## config.mk

```make
export PLATFORM = sky130hd
export DESIGN_NAME = incremental_pid_deadband_top
export DESIGN_NICKNAME = d
export VERILOG_FILES = /design/src/ipid_pkg.sv /design/src/ipid_regs.sv /design/src/ipid_core.sv /design/src/incremental_pid_deadband_top.sv
export SDC_FILE = /design/constraint.sdc
export NUM_CORES = 2
export LEC_CHECK = 0
export ABC_CLOCK_PERIOD_IN_PS = 9740
export BUFFER_PORTS_ARGS = -buffer_cell sky130_fd_sc_hd__buf_4
export CAP_MARGIN = 40
export CORE_MARGIN = 1.5
export CORE_UTILIZATION = 50
export CTS_CLUSTER_DIAMETER = 60
export DETAILED_ROUTE_END_ITERATION = 12
export PLACE_DENSITY = 0.69
export SETUP_SLACK_MARGIN = 0.4
export SLEW_MARGIN = 0
export SYNTH_ARGS = -nofsm -noshare
export SYNTH_HDL_FRONTEND = slang
export SYNTH_SLANG_ARGS = --single-unit
```

## constraint.sdc

```tcl
create_clock -name clk -period 9.74 [get_ports clk]
set_input_delay 1.948 -clock clk [delete_from_list [all_inputs] [get_ports clk]]
set_output_delay 1.948 -clock clk [all_outputs]
set_load 0.01 [all_outputs]
```

## src/ipid_pkg.sv

```systemverilog
// ipid_pkg: shared widths, register codes and the configuration struct
// for the incremental PID block with deadband.
// No dependencies; used by ipid_regs, ipid_core and the top level.
package ipid_pkg;

  // Default number of fraction bits in gains and accumulator
  localparam int FRAC_BITS_DEF = 16;

  // Field widths
  localparam int DATA_W = 16;            // measured, setpoint, drive
  localparam int ERR_W  = DATA_W + 1;    // setpoint - measured
  localparam int D1_W   = ERR_W + 1;     // first difference
  localparam int D2_W   = ERR_W + 2;     // second difference
  localparam int GAIN_W = 24;            // Q8.F gains
  localparam int LIM_W  = 15;            // output and integral limits
  localparam int DB_W   = 16;            // deadband
  localparam int P_W    = GAIN_W + D1_W; // Kp * d1
  localparam int I_W    = GAIN_W + ERR_W;// Ki * err
  localparam int D_W    = GAIN_W + D2_W; // Kd * d2
  localparam int SUM_W  = D_W + 3;       // acc + P + I + D, no overflow

  // Configuration port
  localparam int CFG_DW = 32;
  localparam int CFG_AW = 5;
  localparam int IDX_W  = 3;

  typedef enum logic [IDX_W-1:0] {
    REG_KP   = 3'd0,
    REG_KI   = 3'd1,
    REG_KD   = 3'd2,
    REG_OLIM = 3'd3,
    REG_ILIM = 3'd4,
    REG_DB   = 3'd5
  } ipid_reg_t;

  typedef struct packed {
    logic signed [GAIN_W-1:0] kp;
    logic signed [GAIN_W-1:0] ki;
    logic signed [GAIN_W-1:0] kd;
    logic        [LIM_W-1:0]  olim;
    logic        [LIM_W-1:0]  ilim;
    logic        [DB_W-1:0]   db;
  } ipid_cfg_t;

endpackage

```

## src/ipid_regs.sv

```systemverilog
// ipid_regs: APB-style configuration register file for the PID block.
// Depends on ipid_pkg for register codes and the configuration struct.
module ipid_regs (
  input  logic                        clk,
  input  logic                        rst_n,
  input  logic                        psel,
  input  logic                        penable,
  input  logic                        pwrite,
  input  logic [ipid_pkg::CFG_AW-1:0] paddr,
  input  logic [ipid_pkg::CFG_DW-1:0] pwdata,
  output logic [ipid_pkg::CFG_DW-1:0] prdata,
  output ipid_pkg::ipid_cfg_t         cfg
);
  import ipid_pkg::*;

  ipid_cfg_t cfg_r;
  ipid_cfg_t cfg_nxt;
  ipid_reg_t idx;
  logic      wr_en;

  assign idx   = ipid_reg_t'(paddr[IDX_W+1:2]);
  assign wr_en = psel && penable && pwrite;

  // register write decode
  always_comb begin
    cfg_nxt = cfg_r;
    if (wr_en) begin
      unique case (idx)
        REG_KP:   cfg_nxt.kp   = pwdata[GAIN_W-1:0];
        REG_KI:   cfg_nxt.ki   = pwdata[GAIN_W-1:0];
        REG_KD:   cfg_nxt.kd   = pwdata[GAIN_W-1:0];
        REG_OLIM: cfg_nxt.olim = pwdata[LIM_W-1:0];
        REG_ILIM: cfg_nxt.ilim = pwdata[LIM_W-1:0];
        REG_DB:   cfg_nxt.db   = pwdata[DB_W-1:0];
        default:  cfg_nxt = cfg_r;
      endcase
    end
  end

  always_ff @(posedge clk) begin
    if (!rst_n) begin
      cfg_r <= '0;
    end else begin
      cfg_r <= cfg_nxt;
    end
  end

  // read mux; gains read back sign-extended
  always_comb begin
    unique case (idx)
      REG_KP:   prdata = CFG_DW'(cfg_r.kp);
      REG_KI:   prdata = CFG_DW'(cfg_r.ki);
      REG_KD:   prdata = CFG_DW'(cfg_r.kd);
      REG_OLIM: prdata = CFG_DW'(cfg_r.olim);
      REG_ILIM: prdata = CFG_DW'(cfg_r.ilim);
      REG_DB:   prdata = CFG_DW'(cfg_r.db);
      default:  prdata = '0;
    endcase
  end

  assign cfg = cfg_r;

endmodule

```

## src/ipid_core.sv

```systemverilog
// ipid_core: five-stage PID datapath (input, error, products, term sum,
// accumulator) with per-stage valid and back-pressure. Depends on ipid_pkg.
module ipid_core #(
  parameter int FRAC_BITS = ipid_pkg::FRAC_BITS_DEF
) (
  input  logic                               clk,
  input  logic                               rst_n,
  input  ipid_pkg::ipid_cfg_t                cfg,
  input  logic                               in_valid,
  output logic                               in_ready,
  input  logic signed [ipid_pkg::DATA_W-1:0] measured,
  input  logic signed [ipid_pkg::DATA_W-1:0] setpoint,
  output logic                               out_valid,
  input  logic                               out_ready,
  output logic signed [ipid_pkg::DATA_W-1:0] drive,
  output logic                               in_deadband
);
  import ipid_pkg::*;

  localparam int ACC_W = DATA_W + FRAC_BITS;
  localparam int CMP_W = D1_W;

  // stage valids and readies
  logic v0_r, v1_r, v2_r, v3_r, v4_r;
  logic rdy0, rdy1, rdy2, rdy3, rdy4;

  assign rdy4 = !v4_r || out_ready;
  assign rdy3 = !v3_r || rdy4;
  assign rdy2 = !v2_r || rdy3;
  assign rdy1 = !v1_r || rdy2;
  assign rdy0 = !v0_r || rdy1;

  // stage payloads
  logic signed [DATA_W-1:0] meas_r, sp_r;
  logic signed [ERR_W-1:0]  e1_r, e2_r;      // error history
  logic signed [ERR_W-1:0]  err_r;
  logic signed [D1_W-1:0]   d1_r;
  logic signed [D2_W-1:0]   d2_r;
  logic                     ins1_r, ins2_r, ins3_r, ins4_r;
  logic signed [P_W-1:0]    p_r;
  logic signed [I_W-1:0]    i_r;
  logic signed [D_W-1:0]    d_r;
  logic signed [SUM_W-1:0]  pid_r;
  logic signed [ACC_W-1:0]  acc_r;

  // stage 1: error, differences, deadband test
  logic signed [ERR_W-1:0]  err_nxt;
  logic signed [D1_W-1:0]   d1_nxt;
  logic signed [D2_W-1:0]   d2_nxt;
  logic signed [CMP_W-1:0]  err_x, db_x;
  logic                     ins_nxt;

  always_comb begin
    err_nxt = ERR_W'(sp_r) - ERR_W'(meas_r);
    d1_nxt  = D1_W'(err_nxt) - D1_W'(e1_r);
    d2_nxt  = D2_W'(err_nxt) - (D2_W'(e1_r) <<< 1) + D2_W'(e2_r);
    err_x   = CMP_W'(err_nxt);
    db_x    = signed'(CMP_W'(cfg.db));
    ins_nxt = !((err_x >= db_x) || (err_x <= -db_x));
  end

  // stage 2: the three gain products
  logic signed [P_W-1:0] p_nxt;
  logic signed [I_W-1:0] i_nxt;
  logic signed [D_W-1:0] d_nxt;

  always_comb begin
    p_nxt = P_W'(cfg.kp) * P_W'(d1_r);
    i_nxt = I_W'(cfg.ki) * I_W'(err_r);
    d_nxt = D_W'(cfg.kd) * D_W'(d2_r);
  end

  // stage 3: clamp integral term, sum the three terms
  logic signed [SUM_W-1:0] ilim, i_x, i_c, pid_nxt;

  always_comb begin
    ilim = signed'(SUM_W'(cfg.ilim)) <<< FRAC_BITS;
    i_x  = SUM_W'(i_r);
    priority if (i_x > ilim) begin
      i_c = ilim;
    end else if (i_x < -ilim) begin
      i_c = -ilim;
    end else begin
      i_c = i_x;
    end
    pid_nxt = SUM_W'(p_r) + i_c + SUM_W'(d_r);
  end

  // stage 4: accumulate and saturate, or clear inside the deadband
  logic signed [SUM_W-1:0] olim, acc_sum, acc_c;
  logic signed [ACC_W-1:0] acc_nxt;

  always_comb begin
    olim    = signed'(SUM_W'(cfg.olim)) <<< FRAC_BITS;
    acc_sum = SUM_W'(acc_r) + pid_r;
    priority if (acc_sum > olim) begin
      acc_c = olim;
    end else if (acc_sum < -olim) begin
      acc_c = -olim;
    end else begin
      acc_c = acc_sum;
    end
    acc_nxt = ins3_r ? '0 : ACC_W'(acc_c);
  end

  // control: valids and state
  always_ff @(posedge clk) begin
    if (!rst_n) begin
      v0_r  <= 1'b0;
      v1_r  <= 1'b0;
      v2_r  <= 1'b0;
      v3_r  <= 1'b0;
      v4_r  <= 1'b0;
      e1_r  <= '0;
      e2_r  <= '0;
      acc_r <= '0;
    end else begin
      if (rdy0) v0_r <= in_valid;
      if (rdy1) v1_r <= v0_r;
      if (rdy2) v2_r <= v1_r;
      if (rdy3) v3_r <= v2_r;
      if (rdy4) v4_r <= v3_r;
      if (rdy1 && v0_r) begin
        e1_r <= err_nxt;
        e2_r <= e1_r;
      end
      if (rdy4 && v3_r) begin
        acc_r <= acc_nxt;
      end
    end
  end

  // payload registers
  always_ff @(posedge clk) begin
    if (rdy0 && in_valid) begin
      meas_r <= measured;
      sp_r   <= setpoint;
    end
    if (rdy1 && v0_r) begin
      err_r  <= err_nxt;
      d1_r   <= d1_nxt;
      d2_r   <= d2_nxt;
      ins1_r <= ins_nxt;
    end
    if (rdy2 && v1_r) begin
      p_r    <= p_nxt;
      i_r    <= i_nxt;
      d_r    <= d_nxt;
      ins2_r <= ins1_r;
    end
    if (rdy3 && v2_r) begin
      pid_r  <= pid_nxt;
      ins3_r <= ins2_r;
    end
    if (rdy4 && v3_r) begin
      ins4_r <= ins3_r;
    end
  end

  assign in_ready    = rdy0;
  assign out_valid   = v4_r;
  assign drive       = DATA_W'(acc_r >>> FRAC_BITS);
  assign in_deadband = ins4_r;

endmodule

```

## src/incremental_pid_deadband_top.sv

```systemverilog
// incremental_pid_deadband_top: incremental PID controller with deadband,
// stream in/out and APB-style configuration. Uses ipid_pkg, ipid_regs, ipid_core.
//
//   channel  | direction | word
//   in_      | slave     | tdata[15:0] measured, tdata[31:16] setpoint
//   out_     | master    | tdata[15:0] drive, tuser[0] in_deadband
//   cfg_     | APB slave | six registers at byte addresses 0x00..0x14
//
// One word per cycle sustained while out_ does not stall; each result passes the input,
// error, product, term-sum and accumulator registers before it is offered on out_.
// The accumulator loop is one add and a saturate per cycle; the three gain multipliers
// sit in their own stage. Reset clears registers, error history and accumulator.
// Stages with no word absorb new input while out_ stalls.
module incremental_pid_deadband_top #(
  parameter int FRAC_BITS = ipid_pkg::FRAC_BITS_DEF
) (
  input  logic                        clk,
  input  logic                        rst_n,
  // input stream
  input  logic                        in_tvalid,
  output logic                        in_tready,
  input  logic [31:0]                 in_tdata,   // [15:0] measured, [31:16] setpoint
  // result stream
  output logic                        out_tvalid,
  input  logic                        out_tready,
  output logic [15:0]                 out_tdata,  // [15:0] drive
  output logic                        out_tuser,  // [0] in_deadband
  // configuration
  input  logic                        cfg_psel,
  input  logic                        cfg_penable,
  input  logic                        cfg_pwrite,
  input  logic [ipid_pkg::CFG_AW-1:0] cfg_paddr,
  input  logic [ipid_pkg::CFG_DW-1:0] cfg_pwdata,
  output logic [ipid_pkg::CFG_DW-1:0] cfg_prdata,
  output logic                        cfg_pready
);
  import ipid_pkg::*;

  ipid_cfg_t                cfg;
  logic signed [DATA_W-1:0] drive;

  assign cfg_pready = 1'b1;

  ipid_regs u_regs (
    .clk     (clk),
    .rst_n   (rst_n),
    .psel    (cfg_psel),
    .penable (cfg_penable),
    .pwrite  (cfg_pwrite),
    .paddr   (cfg_paddr),
    .pwdata  (cfg_pwdata),
    .prdata  (cfg_prdata),
    .cfg     (cfg)
  );

  ipid_core #(
    .FRAC_BITS (FRAC_BITS)
  ) u_core (
    .clk         (clk),
    .rst_n       (rst_n),
    .cfg         (cfg),
    .in_valid    (in_tvalid),
    .in_ready    (in_tready),
    .measured    (in_tdata[DATA_W-1:0]),
    .setpoint    (in_tdata[2*DATA_W-1:DATA_W]),
    .out_valid   (out_tvalid),
    .out_ready   (out_tready),
    .drive       (drive),
    .in_deadband (out_tuser)
  );

  assign out_tdata = drive;

`ifndef NO_ASSERTIONS
  // a word inside the deadband always drives zero
  a_deadband_zero: assert property (@(posedge clk) disable iff (!rst_n)
    out_tvalid && out_tuser |-> out_tdata == '0)
    else $error("deadband result with nonzero drive");

  // drive never leaves the saturation bound
  a_drive_bound: assert property (@(posedge clk) disable iff (!rst_n)
    out_tvalid |-> ($signed(drive) <= $signed({1'b0, cfg.olim}))
                && ($signed(drive) >= -$signed({1'b0, cfg.olim})))
    else $error("drive outside output limit");

  // input back-pressure only comes from a full pipe with a stalled result
  a_stall_source: assert property (@(posedge clk) disable iff (!rst_n)
    !in_tready |-> out_tvalid && !out_tready)
    else $error("input stalled without output back-pressure");
`endif

endmodule

```

==> results.toml <==
[clock_tree]
cts_hold_buffers = 0
cts_tree = "yes"
clk_latency_ns = 0.66
root_buffer = "clkbuf_16"
clock_sinks = 451
numCtsBuffers = 57
clk_pin_slew_ns = 0.06
cts_buffer_depth = 3
htree_num_levels = 2

[logic_synthesis]
avgSynthCellArea_um2 = 9.247
synth_cells = 8042
synth_area_um2 = 74370
async_reset_ff_share_pct = 0
synth-edff-count = 262
ys.flop_type = "edfxtp_1"
ys_types = 90
yosys_warnings = 0
synth.ff_latch_count = 451
synth.area.top_cells = "fa_1 (36%), edfxtp_1 (11%), ha_1 (10%)"
syn_nets = 10060
synth_area_leader_cell = "fa_1"
synth_top_area_share_pct = 36.23
ys_seq_area_share_pct = 15.67

[sta]
tightestPinTransition_ns = 1.025
slew_headroom_pct = 31.68
finalHoldViolCount = 0
fmax_ghz = 0.1140
min_period_ns = 8.773
setup_violations = 0
drv_slew = 0
fin_skew_ns = 0.03520
grt_setup_unrepaired = "no"
min_period_over_period_pct = 90.08
fin_setup_tns_ns = 0

[setup_path]
path_max_fanout = 5
cp_slowest_cell = "fa_1"
rrSetupSlack_ns = 0.97
critPathBufInv = 3
crit_family = "compound AO/OA/AOI/OAI gates"
reg2reg_to = "u_core.pid_r[45]"
critPathLaunchType = "register"
r2r-start = "u_regs.cfg[17]"
crit_cells = 38
reg2reg_depth = 38
required_ns = 10.13
crit_end = "u_core.pid_r[45]"
critPathKind = "reg2reg"
cp.arrival_ns = 9.17
cp-startpoint = "u_regs.cfg[17]"
end_kind = "register"
cpPeakStageDelay_ns = 0.48
crit_top_cell = "a21oi_1"

[global_route]
antenna_found_initial = 6
gr-usage-all-layers_pct = 27.98
first_global_vias = 57680
grt.overflow.total = 0
grt_first_pass_wirelength_mm = 326.6
grt_max_degree = 82

[outcome]
status = "finished clean"

[layout]
finalNonFillerCells = 9949
final_nets = 9985
syn_to_final_growth_pct = 7.391
final_core_util_pct = 54.08
diodes = 0
n_fill_cell = 13020
drive_gt1_share_pct = 5.412

[pwr]
vdd_drop_max_v = 0.0002078
leakage_uw = 0.03611
power_density_nw_per_um2 = 107.7

[placed_design]
io_buffers = 116
dp_cells = 9836
gp_congestion = 0.9647
hpwl_mm = 170.6

[flow_run]
drv_cap = 0

[floorplan]
die_x_um = 388.7
num_io_pins = 128
die-area_um2 = 151100
die_h_um = 388.7
rows = 141
initial_core_util_pct = 50.36
coreArea_um2 = 147700

[detailed_routing]
wl_per_cell_um = 20.68
vias_per_cell = 5.565
via_count = 55360
drt-initial-drc-count = 4365
first_pass_iters = 5
routed_wirelength_mm = 205.7
ant_nets = 0
drc = 0

[worst_hold_path]
hold_start = "u_core.e1_r[13]"
hold_class = "reg2reg"
==> cell usage after synthesis, types with 150 or more instances <==
master	number
a21boi_0	161
a21oi_1	270
and2_1	454
clkbuf_1	363
dfxtp_1	189
edfxtp_1	262
fa_1	1346
ha_1	593
inv_1	1485
nand2_1	1255
nor2_1	214
o21ai_0	150
xnor2_1	219
==> per-stage QoR <==
stage                     power, µW  worst slack (ns)  cell area, µm²  hold slack [ns]
after floorplan                5021             1.181           74370           0.4003
after global placement         6097            0.3783           76970           0.4489
after detailed placement       6246            0.4110           77670           0.4585
after CTS                      8537            0.4943           79670           0.4743
after global routing           9131            0.4262           79860           0.4896
final                          8600            0.9667           79860           0.4761
==> worst min path at each step <==
stage / end / slack (ns) / depth (start not counted)
3_3_place_gp: u_core.e2_r[9] / 0.45 / 2
4_1_cts: u_core.e2_r[9] / 0.47 / 2
6_report: u_core.e2_r[13] / 0.48 / 2
5_1_grt: u_core.e2_r[9] / 0.49 / 2
2_1_floorplan: u_core.ins2_r / 0.40 / 0
3_5_place_dp: u_core.e2_r[9] / 0.46 / 2
==> placed cells by master (no fill, tap or decap), types with 45 or more instances in the layout <==
| cell | instances |
|---|---|
| dfxtp_1 | 189 |
| nand3_1 | 82 |
| nor2_1 | 212 |
| clkbuf_16 | 59 |
| ha_1 | 592 |
| buf_4 | 237 |
| edfxtp_1 | 262 |
| o21a_1 | 57 |
| nand2b_1 | 103 |
| nor2b_1 | 48 |
| xor2_1 | 75 |
| xnor2_1 | 219 |
| and2_1 | 454 |
| o21ai_0 | 150 |
| nand2_1 | 1255 |
| a21oi_1 | 270 |
| a21boi_0 | 160 |
| a21o_1 | 113 |
| nor3_1 | 55 |
| fa_1 | 1346 |
| mux2i_1 | 45 |
| inv_1 | 1484 |
==> state kept, by name, summed over array words and instances, names as in the netlist, 16 cells and up <==
name	cells
u_regs.cfg	118
u_core.pid_r	46
u_core.d_r	43
u_core.p_r	42
u_core.i_r	41
u_core.acc_r	32
u_core.d2_r	19
u_core.d1_r	18
u_core.e1_r	17
u_core.e2_r	17
u_core.err_r	17
u_core.meas_r	16
u_core.sp_r	16
==> metal layers <==
layer / wire length [µm] / track usage [%] / share of wire [%] / vias to the layer above
met5: 26 / 0 / 0.013 / -
met4: 10300 / 12.05 / 5.0 / 4
met3: 16320 / 4.609 / 7.9 / 394
met2: 94330 / 44.84 / 46 / 2040
met1: 84730 / 37.58 / 41 / 27980
li1: - / - / - / 24940
==> power by group <==
part,internal [µW],switching [µW]
sequential,2290,263
clock,1350,923
combinational,1490,2290
total,5120,3480
==> logic make-up (layout without fill, tap and decap cells) <==
logic type,after synthesis,after routing,synth area share (%)
AOI/OAI and AO/OA,1033,1033,9.259
xor gates and xnor gates,295,295,3.474
adders and majority gates,1939,1939,46.21
buffers and inverters,1893,1870,9.733
DFF,451,451,15.67
muxes,53,53,0.7420
other,1,1,0.005043
and+or+nand+nor,2377,2377,14.91
==> layout make-up <==
type,count,area (µm²),share of cell area [%]
Clock buffer,80,1605,2.010
Clock inverter,28,390.4,0.4888
Inverter,1486,5579,6.986
Multi-Input combinational cell,5698,55650,69.69
Sequential cell,451,11650,14.59
Tap cell,1930,2415,3.024
Timing Repair Buffer,276,2569,3.216
==> repair_timing <==
item / in CTS / in global routing
setup buffers: 0 / 1
gates resized for setup: 1 / 20
endpoints found under the setup margin: 1 / 15
pin swaps: 0 / 1
cloned: 0 / 0
==> tightest hold or removal path: cells and delay by family, from the launching register on <==
kind	cells	cell delay [ns]
flip-flops	1	0.32
AND/OR/NAND/NOR	1	0.05
AO/OA/AOI/OAI	1	0.06
(Power assumes the default switching activity.)
